## src/hw/rtl/min_max_normalizer_macros.svh

```systemverilog
// assertion helpers
`ifndef MIN_MAX_NORMALIZER_MACROS_SVH
`define MIN_MAX_NORMALIZER_MACROS_SVH
`define MMN_ASSERT_IMPL(lbl, clk, rst_n, ante, cons) \
	lbl: assert property (@(posedge clk) disable iff (!rst_n) (ante) |-> (cons)) \
		else $error("assertion failed");
`define MMN_ASSERT_NEXT(lbl, clk, rst_n, ante, cons) \
	lbl: assert property (@(posedge clk) disable iff (!rst_n) (ante) |=> (cons)) \
		else $error("assertion failed");
`endif

```

## src/hw/rtl/mmn_pkg.sv

```systemverilog
`default_nettype none
package mmn_pkg;
	localparam int MaxVectorsDefault = 256;
	localparam int MaxDimsDefault = 16;
	localparam logic OP_APPEND = 1'b0;
	localparam logic OP_READ = 1'b1;
	localparam logic [1:0] REG_NORM_MODE = 2'd0;
	localparam logic [1:0] REG_DIMS_IN_USE = 2'd1;

	typedef struct packed {
		logic op;
		logic signed [31:0] value;
		logic [7:0] class_index;
		logic [7:0] vector_index;
		logic [3:0] element_index;
	} in_item_t;

	typedef struct packed {
		logic signed [15:0] normalized_value;
		logic [7:0] class_of_vector;
		logic [8:0] vector_count;
		logic range_error;
		logic index_error;
	} out_item_t;

	// job handed from front to divider
	typedef struct packed {
		logic do_div;
		logic [63:0] numer;
		logic [32:0] denom;
		logic [7:0] cls;
		logic [8:0] count;
		logic rerr;
		logic ierr;
	} job_t;
endpackage
`default_nettype wire

```

## src/hw/rtl/mmn_queue.sv

```systemverilog
`default_nettype none
module mmn_queue (
	input wire logic clk,
	input wire logic arst_n,
	input wire logic push,
	input wire mmn_pkg::job_t din,
	input wire logic pop,
	output logic avail,
	output mmn_pkg::job_t dout,
	output logic [1:0] level
);
	import mmn_pkg::*;
	job_t buf_q [2];
	logic wp_q, rp_q;
	logic [1:0] cnt_q;

	assign avail = cnt_q != 2'd0;
	assign dout = buf_q[rp_q];
	assign level = cnt_q;

	always_ff @(posedge clk) begin
		if (push) buf_q[wp_q] <= din;
	end

	always_ff @(posedge clk or negedge arst_n) begin
		if (!arst_n) begin
			wp_q <= 1'b0;
			rp_q <= 1'b0;
			cnt_q <= '0;
		end else begin
			if (push) wp_q <= ~wp_q;
			if (pop) rp_q <= ~rp_q;
			cnt_q <= cnt_q + 2'(push) - 2'(pop);
		end
	end
endmodule
`default_nettype wire

```

## config.mk

```make
export PLATFORM = sky130hd
export DESIGN_NAME = mmn_queue
export DESIGN_NICKNAME = d
export VERILOG_FILES = /design/src/hw/rtl/min_max_normalizer_macros.svh /design/src/hw/rtl/mmn_pkg.sv /design/src/hw/rtl/mmn_queue.sv
export SDC_FILE = /design/constraint.sdc
export NUM_CORES = 1
export LEC_CHECK = 0
export BUFFER_PORTS_ARGS = -buffer_cell sky130_fd_sc_hd__buf_2
export CAP_MARGIN = 15
export CORE_UTILIZATION = 47
export CTS_CLUSTER_DIAMETER = 50
export CTS_CLUSTER_SIZE = 14
export DETAILED_ROUTE_END_ITERATION = 10
export GPL_TIMING_DRIVEN = 1
export PLACE_DENSITY_LB_ADDON = 0.15
export SKIP_LAST_GASP = 1
export SLEW_MARGIN = 15
export SYNTH_ARGS = -nofsm -noshare
export SYNTH_HDL_FRONTEND = slang
export SYNTH_SLANG_ARGS = --single-unit
export TNS_END_PERCENT = 100
```

## constraint.sdc

```tcl
create_clock -name clk -period 6.6 [get_ports clk]
set_clock_uncertainty 0.15 [all_clocks]
set_input_delay 1.98 -clock clk [delete_from_list [all_inputs] [get_ports clk]]
set_output_delay 1.98 -clock clk [all_outputs]
set_load 0.05 [all_outputs]
```

# [Word-level counts from Yosys, hierarchy flattened]
# Memory sizes are Yosys's and may differ from the RTL's.
# Cells that the tools add are included.
[classes] n_addsub=2 n_reduce_logical=1 bitwise_logic=2 n_mux=2
[op_table] op="$add 2x1->2" count=1
[op_table] op="$mux 1" count=2
[op_table] op="$not 1->1" count=2
[op_table] op="$reduce_bool 2->1" count=1
[op_table] op="$sub 2x1->2" count=1
[totals] input_bits=121 mem_bits_rw=234 ff_bits=4 out_inout_bits=120 n_memories=1
[mem_list] memory="buf_q" depth=2 width=117 read_ports=1 rd_ports_with_merged_regs=0 wr=1 line="mmn_queue.sv:13" source="job_t buf_q [2];"

# [Logic depth before layout (Yosys ltp)]
[depth] ltp_word=2 ltp_mapped=5

# [Worst setup path before layout]
# No wires, ideal clock.
[synth_timing] path_type="input -> register" startpoint="input push" endpoint="memory buf_q[0][0] (netlist bit), enable pin" setup_ns=0.608 t_arrival_ns=7.058 n_path_buf=0 required_time_ns=5.842 path_stages=1 setup_slack_ns=-1.217 cell_sequence="nor2b_1"
[synth_via] elab_chain_len=2
[synth_rtl] element="from (decl)" line="mmn_queue.sv:5" source="input wire logic push,"
[synth_rtl] element="$mux 1" line="mmn_queue.sv:22" source="if (push) buf_q[wp_q] <= din;"
[synth_rtl] element="$mux 1 (implied by the code)" line="mmn_queue.sv:22"
[synth_rtl] element="to (decl)" line="mmn_queue.sv:13"
# No other way between the ends.

==> results.md <==
- Status: completed
- RR Endpoint: buf_q[0][113]
- IO Pins: between 200 and 250
- Worst-path maximum fanout: 52
- Startpoint class of the critical path: register
- Fmax: approximately 210 MHz
- Async SR Flop Fraction: 0.0168
- Top-count cell post-synth: edfxtp_1
- Min Tclk post-route: about 4.8 ns
- Critical path required time: 4.47 ns
- YS warnings: 0
- Synth area leaders: edfxtp_1 81%, mux2_2 13%, mux2_4 3.5%
- Post-synthesis register bit count: between 200 and 250
- Number of fillers in the final layout: approximately 1300
- Global placement routability congestion: around 0.75
- Class of the worst hold path: reg2reg
- Reg2Reg Depth: 2
- PD cells: 510 nW/um^2
- GRT Residual Overflow: 0
- Flop pwr share: 0.387
- Final setup violation count: 0
- Starting DRT DRC Count: 195
- H-tree depth: 1
- Largest net degree at the start of global routing: between 80 and 90
- Core area: ~18000 sq um
- Row cnt: 49
- Sw frac: 0.403
- First-pass GRT wire length: 24.7 mm
- CTS buffer count: 23
- Layout cell share with drive strength beyond 1: 0.616
- RR Startpoint: wp_q
- Clock power share: 0.213
- Cell count after synthesis: 378
- DRT Pass-1 Iters: 4
- Total Nets Final: 758
- Crit path kind: reg2out
- Final period utilization: 0.722
- GRT Overall Usage: 0.165
- DR DRC count: 0
- Fin area: around 11000 sq um
- Starting Density: 0.483
- Post-CTS Setup Bufs: 0
- Drt via density: between 4 and 5
- Post-synth top flop: edfxtp_1
- Wire per inst: 18.0 microns
- Antenna Nets Post-Route: 0
- P&R area growth vs syn: 24.5%
- Top cell type's share of synthesized area: 0.807
- Clock-pin transition on the worst setup and hold timing paths: 0.06 ns
- Yosys top cell by area: edfxtp_1
- Vias: roughly 4300
- Mapped cell area: 8700 sq um
- Hold Crit Depth: 1
- Hold_sp: wp_q
- Die W: approximately 140 microns
- Vias in the first global route: approximately 4600
- Psw: ~2.2 mW
- CTS resizes: 0
- Avg Cell Area, Syn: between 20 and 25 sq um
- RSZ-0062 raised after global routing: no
- Final Hold Fails: 0
- Power Internal: ~3.3 mW
- Initial antenna violation count: 4
- Cts hold-fix bufs: 0
- Total Routed Length: approximately 16 mm
- TritonCTS clock tree: done
- Setup total negative slack: 0 ns
- Seq/Total Area, Yosys: 0.819
- DP HPWL: 10.4 mm
- Most frequent cells after synthesis: 234 x edfxtp_1, 97 x mux2_2, 20 x mux2_4
- Buffer levels on the longest clock path: 3
- Max_slew headroom: 0.261
- Clock Sinks: about 240
- Max-cap violation count: 0
- Slew @ Worst Pin: around 1.1 ns
- Worst vdd ir: between 300 and 400 uV
- Logic gate share of total power: 0.400
- Crit path capture type: output pin
- Worst Hold Endpoint: wp_q
- EDFF count, synth: between 200 and 250
- Final Slew Violations: 0
- Synth unique cells: 13
- Clock latency reported for the late side of the worst-skew pair: between 0.4 and 0.5 ns
- Chip height: approximately 140 microns
- Clk root buf: clkbuf_16
- DIE AREA: 19100 sq um
- Leakage: approximately 4.1 nW
- CP arrival: 2.63 ns
- FF-to-FF setup slack: about 4.2 ns
- Post-synthesis net count: between 500 and 600
- IO buf count: 240
- Dpl cell area: approximately 10000 sq um
## how the worst max path moves through the flow
| stage | depth (start not counted) | slack, ns | start | end |
|---|---|---|---|---|
| 6_report | 3 | 1.84 | rp_q | dout[7] |
| 5_1_grt | 3 | 1.69 | rp_q | dout[9] |
| 4_1_cts | 3 | 1.78 | rp_q | dout[7] |
| 3_5_place_dp | 3 | 2.31 | rp_q | dout[7] |
| 3_3_place_gp | 3 | 2.35 | rp_q | dout[16] |
| 2_1_floorplan | 1 | 0.98 | push | buf_q[0][0] |
## registers in the layout, indices dropped and copies added, names as in the netlist
name and count:
wp_q 1, buf_q 234, rp_q 1, level 2
## critical path, stage by stage, from the launching register on
cell	delay, ns
dfrtp_4	0.88
buf_4	0.60
mux2_2	0.41
buf_2	0.21
## cell type report
cell class / count / area (sq um) / area share
inverter: 2 / 7.51 / 0.000693
antenna: 3 / 7.51 / 0.000693
sequential: 238 / 7130 / 0.658
timing repair buffer: 245 / 1250 / 0.116
multi-input combinational: 125 / 1490 / 0.137
clock buffer: 23 / 576 / 0.0531
clock inverter: 10 / 86.3 / 0.00797
tap: 229 / 287 / 0.0264
## kinds of logic (layout without fill, tap and decap cells)
kind of cell               Yosys count  count (layout)  synth area share
xor gates and xnor gates             3               3           0.00474
adders and majority gates            2               2           0.00288
buffers and inverters               15             280            0.0112
DFF                                238             238             0.819
muxes                              117             117             0.160
other                                0               3                 0
and+or+nand+nor                      3               3           0.00216
## placed cells by master (no fill, tap or decap)
master / count
xor2_1: 2
edfxtp_1: 234
or2_2: 1
clkinvlp_4: 3
dfrtp_1: 3
buf_12: 1
inv_1: 2
buf_2: 240
mux2_4: 20
clkinv_4: 1
ha_1: 2
buf_4: 4
xor3_1: 1
mux2_2: 97
and2_4: 1
clkinv_1: 3
nor2b_4: 1
clkbuf_16: 23
dfrtp_4: 1
diode_2: 3
bufinv_16: 1
clkinv_2: 1
inv_6: 1
## stage by stage
step / worst slack (ns) / total power [mW] / utilization / cells / hold WS, ns
after floorplan: 0.981 / 3.97 / - / 378 / 0.323
after global placement: 2.35 / 4.38 / 0.564 / 839 / 0.380
final: 1.84 / 5.53 / 0.601 / 875 / 0.389
after detailed placement: 2.31 / 4.41 / 0.564 / 839 / 0.383
after CTS: 1.78 / 5.60 / 0.601 / 872 / 0.392
after global routing: 1.69 / 5.74 / 0.601 / 874 / 0.420
## routing by layer
metal | vias to the layer above | track usage | routed length, microns
li1 | 2022 | - | -
met1 | 2095 | 0.211 | 6490
met2 | 185 | 0.263 | 7390
met3 | 29 | 0.0575 | 1540
met4 | 2 | 0.0573 | 339
met5 | - | 0 | 8
## power groups by stage
stage	sequential (mW)	combinational [mW]	clock, mW
CTS	2.14	2.24	1.21
finish	2.14	2.21	1.18
floorplan	2.14	1.84	0
global placement	2.16	2.22	0
global route	2.17	2.32	1.26
detailed placement	2.18	2.23	0
Note: power is estimated with default switching activity, not from simulation.
