===== src/hw/rtl/min_max_normalizer_macros.svh =====
// assertion helpers
`ifndef MIN_MAX_NORMALIZER_MACROS_SVH
`define MIN_MAX_NORMALIZER_MACROS_SVH
`define MMN_ASSERT_IMPL(lbl, clk, rst_n, ante, cons) \
	lbl: assert property (@(posedge clk) disable iff (!rst_n) (ante) |-> (cons)) \
		else $error("assertion failed");
`define MMN_ASSERT_NEXT(lbl, clk, rst_n, ante, cons) \
	lbl: assert property (@(posedge clk) disable iff (!rst_n) (ante) |=> (cons)) \
		else $error("assertion failed");
`endif


===== src/hw/rtl/mmn_pkg.sv =====
`default_nettype none
package mmn_pkg;
	localparam int MaxVectorsDefault = 256;
	localparam int MaxDimsDefault = 16;
	localparam logic OP_APPEND = 1'b0;
	localparam logic OP_READ = 1'b1;
	localparam logic [1:0] REG_NORM_MODE = 2'd0;
	localparam logic [1:0] REG_DIMS_IN_USE = 2'd1;

	typedef struct packed {
		logic op;
		logic signed [31:0] value;
		logic [7:0] class_index;
		logic [7:0] vector_index;
		logic [3:0] element_index;
	} in_item_t;

	typedef struct packed {
		logic signed [15:0] normalized_value;
		logic [7:0] class_of_vector;
		logic [8:0] vector_count;
		logic range_error;
		logic index_error;
	} out_item_t;

	// job handed from front to divider
	typedef struct packed {
		logic do_div;
		logic [63:0] numer;
		logic [32:0] denom;
		logic [7:0] cls;
		logic [8:0] count;
		logic rerr;
		logic ierr;
	} job_t;
endpackage
`default_nettype wire


===== src/hw/rtl/mmn_back.sv =====
`default_nettype none
module mmn_back (
	input wire logic clk,
	input wire logic arst_n,
	input wire logic avail,
	input wire mmn_pkg::job_t job,
	output logic pop,
	output logic idle,
	output logic result_valid,
	output mmn_pkg::out_item_t result
);
	import mmn_pkg::*;
	typedef enum logic {ST_IDLE, ST_DIV} state_t;
	state_t state_q;
	logic [63:0] num_q;
	logic [32:0] den_q;
	logic [33:0] rem_q;
	logic [5:0] cnt_q;
	logic [31:0] quo_q;
	logic [7:0] cls_q;
	logic [8:0] count_q;
	logic [33:0] trial;
	logic [33:0] shifted;
	logic signed [33:0] qv;

	assign pop = avail && state_q == ST_IDLE;
	assign idle = state_q == ST_IDLE;
	// numerator is below 2^48; quotient fits 32 bits
	assign shifted = {rem_q[32:0], num_q[63]};
	assign trial = shifted - {1'b0, den_q};
	assign qv = $signed({2'b00, quo_q}) - 34'sd16384;

	always_ff @(posedge clk or negedge arst_n) begin
		if (!arst_n) begin
			state_q <= ST_IDLE;
			result_valid <= 1'b0;
			result <= '0;
			num_q <= '0;
			den_q <= '0;
			rem_q <= '0;
			cnt_q <= '0;
			quo_q <= '0;
			cls_q <= '0;
			count_q <= '0;
		end else begin
			result_valid <= 1'b0;
			unique case (state_q)
				ST_IDLE: begin
					if (pop) begin
						if (job.do_div) begin
							state_q <= ST_DIV;
							num_q <= job.numer << 16;
							den_q <= job.denom;
							rem_q <= '0;
							quo_q <= '0;
							cnt_q <= 6'd48;
							cls_q <= job.cls;
							count_q <= job.count;
						end else begin
							result_valid <= 1'b1;
							result.normalized_value <= '0;
							result.class_of_vector <= job.ierr ? 8'd0 : job.cls;
							result.vector_count <= job.count;
							result.range_error <= job.rerr;
							result.index_error <= job.ierr;
						end
					end
				end
				ST_DIV: begin
					// 48 steps while the count runs down, then the result is registered
					if (cnt_q != 6'd0) begin
						num_q <= num_q << 1;
						if (!trial[33]) begin
							rem_q <= trial;
							quo_q <= {quo_q[30:0], 1'b1};
						end else begin
							rem_q <= shifted;
							quo_q <= {quo_q[30:0], 1'b0};
						end
						cnt_q <= cnt_q - 6'd1;
					end else begin
						state_q <= ST_IDLE;
					end
				end
				default: state_q <= ST_IDLE;
			endcase
			if (state_q == ST_DIV && cnt_q == 6'd0) begin
				result_valid <= 1'b1;
				result.normalized_value <= (qv > 34'sd16384) ? 16'sd16384 :
					((qv < -34'sd16384) ? -16'sd16384 : 16'(qv));
				result.class_of_vector <= cls_q;
				result.vector_count <= count_q;
				result.range_error <= 1'b0;
				result.index_error <= 1'b0;
			end
		end
	end
endmodule
`default_nettype wire


===== config.mk =====
export PLATFORM = sky130hd
export DESIGN_NAME = mmn_back
export DESIGN_NICKNAME = d
export VERILOG_FILES = /design/src/hw/rtl/min_max_normalizer_macros.svh /design/src/hw/rtl/mmn_pkg.sv /design/src/hw/rtl/mmn_back.sv
export SDC_FILE = /design/constraint.sdc
export NUM_CORES = 1
export LEC_CHECK = 0
export BUFFER_PORTS_ARGS = -buffer_cell sky130_fd_sc_hd__buf_2
export CAP_MARGIN = 30
export CORE_AREA = 8 8 120 205
export DETAILED_ROUTE_END_ITERATION = 10
export DIE_AREA = 0 0 128 213
export PLACE_DENSITY_LB_ADDON = 0.3
export SYNTH_ARGS = -nofsm -noshare
export SYNTH_HDL_FRONTEND = slang
export SYNTH_SLANG_ARGS = --single-unit

===== constraint.sdc =====
create_clock -name clk -period 3.55 [get_ports clk]
set_clock_uncertainty 0.2 [all_clocks]
set_input_delay 0.5325 -clock clk [delete_from_list [all_inputs] [get_ports clk]]
set_output_delay 0.5325 -clock clk [all_outputs]
set_load 0.005 [all_outputs]

After elaboration in Yosys (flattened, before gate mapping)
Cells that the tools add are included.
- register bits: 222
- latch bits: 0
- bits in writable memories: 0
- ROM bits: 0
- word-level logic and storage cells: 66
- memories kept: 0
- $add $sub $neg: 3
- $mul: 0
- div/mod/pow operators: 0
- $lt $le $gt $ge: 2
- eq/ne operators: 5
- shift operators: 0
- multiplexer cells: 33
- bitwise gates (word level): 1
- reductions and logical operators: 8
- operators with widths (cell ; count):
    64-bit 2-to-1 mux ; 3
    35-bit 2-to-1 mux ; 4
    33-bit 2-to-1 mux ; 4
    64-bit one-hot mux with 2 select lines ; 1
    32-bit 2-to-1 mux ; 3
    33-bit one-hot mux with 2 select lines ; 1
    32-bit one-hot mux with 2 select lines ; 1
    34-bit by 33-bit subtractor with 34-bit output ; 1
    33-bit by 16-bit greater-than comparator with 1-bit output, second input constant ; 1
    33-bit by 15-bit less-than comparator with 1-bit output, second input constant ; 1
    32-bit by 15-bit subtractor with 33-bit output, second input constant ; 1
    16-bit 2-to-1 mux ; 2
    6-bit 2-to-1 mux ; 3
    6-bit one-hot mux with 2 select lines ; 1
    3-bit AND reduction ; 3
    1-bit 2-to-1 mux ; 8
    8-bit 2-to-1 mux ; 1
    6-bit zero test ; 1
    2-bit by 1-bit inequality test with 1-bit output, second input constant ; 3
    6-bit nonzero test ; 1
    6-bit by 1-bit subtractor with 6-bit output, second input constant ; 1
    2-bit inequality test, second input constant ; 2
    1-bit logical AND ; 2
    1-bit one-hot mux with 2 select lines ; 1
    2 further kinds ; 2

Longest topological paths before layout
- depth in word-level cells: 5
- mapped depth: 15
- gate-level depth less buffers: 13

Least setup slack after synthesis
OpenSTA, ideal clock, no wires.
- kind: register -> register
- from: register quo_q[14]
- to: register result[22] (netlist bit)
- library setup time: 121 ps
- arrival: 3188 ps
- required time: 3229 ps
- path slack: 41 ps
- cell stages (with the launch flop): 16
- clock period less this slack: 3509 ps
- cell sequence: dfrtp_1 > clkbuf_1 > inv_1 > ha_1 > or3b_1 > buf_6 > or3_4 > nor4b_4 > mux2i_1 > nor3_2 > a31oi_1 > nor3_2 > a21oi_1 > nor3_4 > buf_6 > a22o_1
- word-level cells in the longest chain between the ends: 5
- elaborated cells between the ends (all ways): 6
- ends and longest elaborated chain (item ; line ; source):
    start, declared ; mmn_back.sv:19 ; logic [31:0] quo_q;
    start signal, assigned ; mmn_back.sv:75 ; quo_q <= {quo_q[30:0], 1'b1};
    start signal, assigned ; mmn_back.sv:78 ; quo_q <= {quo_q[30:0], 1'b0};
    32-bit by 15-bit subtractor with 33-bit output (*) ; mmn_back.sv:31 ; assign qv = $signed({2'b00, quo_q}) - 34'sd16384;
    33-bit by 15-bit less-than comparator with 1-bit output ; mmn_back.sv:90 ; ((qv < -34'sd16384) ? -16'sd16384 : 16'(qv));
    16-bit 2-to-1 mux ; mmn_back.sv:90 ;
    16-bit 2-to-1 mux (*) ; mmn_back.sv:89 ; result.normalized_value <= (qv > 34'sd16384) ? 16'sd16384 :
    35-bit 2-to-1 mux (*) ; mmn_back.sv:87 ; if (state_q == ST_DIV && cnt_q == 6'd0) begin
    end, declared ; mmn_back.sv:10 ; output mmn_pkg::out_item_t result
Every way passes the cells marked *; elsewhere a longest branch is shown, timed or not.
A chain may end at the register's enable or synchronous reset.

Worst setup path after layout
- from: register quo_q[14]
- to: register result[29] (netlist bit)
The elaborated chain is that of the path after synthesis.

==> results.md <==
- Global-route wire length before repair: 44000 um
- Core area: 0.0218 sq mm
- MaxCap Viol Count: 0
- Ratio of cells with drive above 1 in the final layout: 0.170
- Drt pass-1 iters: 5
- Num ports: 158
- Slew Viols, Final: 0
- H-tree depth reported by CTS: 1
- Antenna viol nets, final: 0
- RR Endpoint: result[29]$_DFFE_PN0P_
- Setup repair after global routing missed its margin: false
- Clock tree from TritonCTS: done
- Startpoint-to-endpoint class of the critical path: reg -> reg
- DR vias: 9091
- Maximum clock path buffer count: 3
- Final non-filler cell total: 1647
- Crit Path Max Fanout: 15
- NumNets Final: 1493
- Initial Util: 0.490
- DRC violations left: 0
- Layout Area Growth over Synthesis: 17.5%
- Maximum vdd ir drop: 0.000712 V
- Worst Hold Margin: 0.0336 ns
- Type of origin of the critical path: flop
- Final routed wire length divided by cell count: 15.9 um
- Most instantiated flip-flop cell in the synthesis netlist: sky130_fd_sc_hd__dfrtp_1
- DP Wirelength: 18800 um
- Outcome: finished, final reports clean
- Detailed-route wire length: 26200 um
- Synth Area in Compound Gates: 0.173
- Simple-gate portion of the synthesized area: 0.214
- Number of cells traversed by the worst register-to-register path: 13
- Critical path required time: 3.73 ns
- Count of flip-flops with a built-in enable after synthesis: 0
- Overall Global Routing Usage: 0.194
- Number of antenna violations at the first check in global routing: 1
- Overflow left after global routing: 0
- Distinct cell type count of the synthesized netlist: 61
- Total number of yosys warnings: 0
- Critical path destination: result[29]$_DFFE_PN0P_
- Total die area: 0.0273 sq mm
- Worst Hold Class: in -> reg
- Clock buffers created by TritonCTS: 21
- Fin crit share: 0.935
- Worst flop-to-flop path startpoint: quo_q[14]$_DFFE_PN0P_
- Fraction of registers with async set or reset after synthesis: 1.00
- Synth Instances: 1216
- Final-layout fill cell count: 2000
- Xor-xnor portion of the synthesized cell area: 0.0303
- Portion of the post-synthesis area used by sequential elements: 0.483
- Post-placement cell count: 1606
- Power density of the placed cells: 1090 mW/mm^2
- Beginning of the critical path: quo_q[14]$_DFFE_PN0P_
- Least-Margin Pin Slew: 0.644 ns
- Kind of capture point of the worst setup path: flop
- Worst slew slack as a fraction of its limit: 0.570
- Number of global-route vias before repair: 9282
- Standard-cell row count: 72
- Pin count of the biggest net entering global routing: 76
- Adder-cell share of the synthesized area: 0.0452
- Number of input and output port buffers inserted: 141
- Clk sink count: 206
- Mapped Area: 0.0107 sq mm
- Mapped Nets: 1374
- Portion of netlist area occupied by mux cells: 0.00387
- Die span in y: 213 um
- Leakage power total: 6.24 nW
- Worst Path Arrival: 3.50 ns
- Clock latency reported for the late side of the worst-skew pair: 0.50 ns
- Main combinational cell family by area after synthesis: simple AND/OR/NAND/NOR gates
- Chip width: 128 um
- Number of setup violations in the final report: 0
- Root buffer cell: sky130_fd_sc_hd__clkbuf_16
- Maximum achievable frequency: 301 MHz
- Total negative slack for setup checks: 0 ns
- Post-detailed-route via-to-cell ratio: 5.52
- Final Hold Fails: 0
- Initial DRC Count: 571
- Post-Synthesis Mean Instance Area: 8.79 sq um
- Clock-pin slew on the worst setup and hold paths: 0.06 ns
- Weighted congestion at the end of routability-driven global placement: 0.915
- Count of state elements after synthesis: 206
- Flop2flop setup slack: 0.23 ns
- Minimum period implied by the final worst setup slack: 3.32 ns
-- worst max-delay path, stage by stage, from the launching register on --
cell                      delay [ns]
sky130_fd_sc_hd__dfrtp_1        0.37
sky130_fd_sc_hd__inv_1          0.14
sky130_fd_sc_hd__ha_1           0.19
sky130_fd_sc_hd__or3b_1         0.39
sky130_fd_sc_hd__or3_4          0.44
sky130_fd_sc_hd__nor4b_4        0.32
sky130_fd_sc_hd__mux2i_1        0.25
sky130_fd_sc_hd__nor3_2         0.05
sky130_fd_sc_hd__a31oi_1        0.18
sky130_fd_sc_hd__nor3_2         0.08
sky130_fd_sc_hd__a21oi_2        0.18
sky130_fd_sc_hd__nor3_4         0.07
sky130_fd_sc_hd__buf_12         0.15
sky130_fd_sc_hd__a22o_1         0.18
-- how the worst min path moves through the flow --
stage                                from                     to  cells after the start
global placement    result[8]$_DFFE_PN0P_  result[8]$_DFFE_PN0P_                      2
detailed placement  result[6]$_DFFE_PN0P_  result[6]$_DFFE_PN0P_                      2
floorplan                          arst_n   cls_q[0]$_DFFE_PN0P_                      0
finish                            job[21]   den_q[2]$_DFFE_PN0P_                      3
global route                      job[26]   den_q[7]$_DFFE_PN0P_                      3
CTS                               job[22]   den_q[3]$_DFFE_PN0P_                      3
-- metrics by stage --
| step | setup WS (ns) | util | cell area [sq um] | total power, mW |
|---|---|---|---|---|
| global route | 0.0432 | 0.576 | 12500 | 14.9 |
| global placement | 0.142 | 0.540 | 11800 | 11.2 |
| finish | 0.232 | 0.576 | 12500 | 13.7 |
| detailed placement | 0.112 | 0.540 | 11800 | 11.4 |
| floorplan | 0.0415 | - | 10700 | 9.41 |
| CTS | 0.0672 | 0.573 | 12500 | 13.7 |
-- placed cells by master, fill, tap and decap left out, types with 12 or more instances in the layout --
master,count
sky130_fd_sc_hd__xnor2_1,17
sky130_fd_sc_hd__nor2_1,31
sky130_fd_sc_hd__dfrtp_1,206
sky130_fd_sc_hd__a22oi_1,55
sky130_fd_sc_hd__a31oi_1,12
sky130_fd_sc_hd__nand2_1,309
sky130_fd_sc_hd__a22o_1,15
sky130_fd_sc_hd__ha_1,37
sky130_fd_sc_hd__inv_1,61
sky130_fd_sc_hd__nand3_1,106
sky130_fd_sc_hd__buf_2,140
sky130_fd_sc_hd__clkbuf_16,21
sky130_fd_sc_hd__nor3_1,14
sky130_fd_sc_hd__buf_4,25
sky130_fd_sc_hd__a21o_1,17
sky130_fd_sc_hd__a21oi_1,44
sky130_fd_sc_hd__xor2_1,18
sky130_fd_sc_hd__o21ai_0,59
-- power breakdown --
group	internal, mW	total [mW]	switching (mW)
combinational	3.10	7.36	4.26
sequential	3.38	4.08	0.707
clock	1.30	2.25	0.943
-- per-layer routing --
layer,GRT usage,wire [um]
met1,0.220,10500
met3,0.0228,946
met5,0,0
met4,0.0853,908
met2,0.356,13800
-- cell families after synthesis --
logic type      after synthesis
mux                           4
simple gates                517
fa+ha+maj                    38
buf+inv                     138
compound gates              276
flops                       206
xor+xnor                     37
-- area by class of cell --
class                      count  area (sq um)  area share
clock buffer                  24           567      0.0452
antenna                        1          2.50    0.000199
sequential                   206          5150       0.411
tap                          296           370      0.0295
multi-input combinational    872          5050       0.403
inverter                      61           229      0.0182
timing repair buffer         173          1030      0.0823
clock inverter                14           136      0.0109
-- what timing repair did --
action	4_1_cts	5_1_grt
setup buffers	0	1
hold buffers	1	0
resized for setup	0	6
hold endpoints to repair	73	0
endpoints found under the setup margin	0	46
-- flip-flops by register name, summed over array words and instances, names as in the netlist, 6 cells and up --
signal,cells
num_q,48
result,35
den_q,33
cnt_q,6
cls_q,8
rem_q,33
quo_q,32
count_q,9
-- cell usage after synthesis (7+ instances only) --
library cell | instances | share of area
sky130_fd_sc_hd__a21o_1 | 17 | 0.012
sky130_fd_sc_hd__a21oi_1 | 45 | 0.021
sky130_fd_sc_hd__a222oi_1 | 8 | 0.0075
sky130_fd_sc_hd__a22o_1 | 15 | 0.012
sky130_fd_sc_hd__a22oi_1 | 55 | 0.039
sky130_fd_sc_hd__a31oi_1 | 12 | 0.0070
sky130_fd_sc_hd__clkbuf_1 | 67 | 0.024
sky130_fd_sc_hd__dfrtp_1 | 206 | 0.48
sky130_fd_sc_hd__ha_1 | 37 | 0.043
sky130_fd_sc_hd__inv_1 | 61 | 0.021
sky130_fd_sc_hd__nand2_1 | 311 | 0.11
sky130_fd_sc_hd__nand3_1 | 106 | 0.050
sky130_fd_sc_hd__nand4_1 | 7 | 0.0041
sky130_fd_sc_hd__nor2_1 | 33 | 0.012
sky130_fd_sc_hd__nor2b_1 | 9 | 0.0053
sky130_fd_sc_hd__nor3_1 | 14 | 0.0066
sky130_fd_sc_hd__o21ai_0 | 59 | 0.028
sky130_fd_sc_hd__o21ai_1 | 8 | 0.0037
sky130_fd_sc_hd__o311ai_1 | 11 | 0.0090
sky130_fd_sc_hd__o31ai_1 | 10 | 0.0070
sky130_fd_sc_hd__xnor2_1 | 18 | 0.015
sky130_fd_sc_hd__xor2_1 | 19 | 0.016
Note: power is estimated with default switching activity, not from simulation.
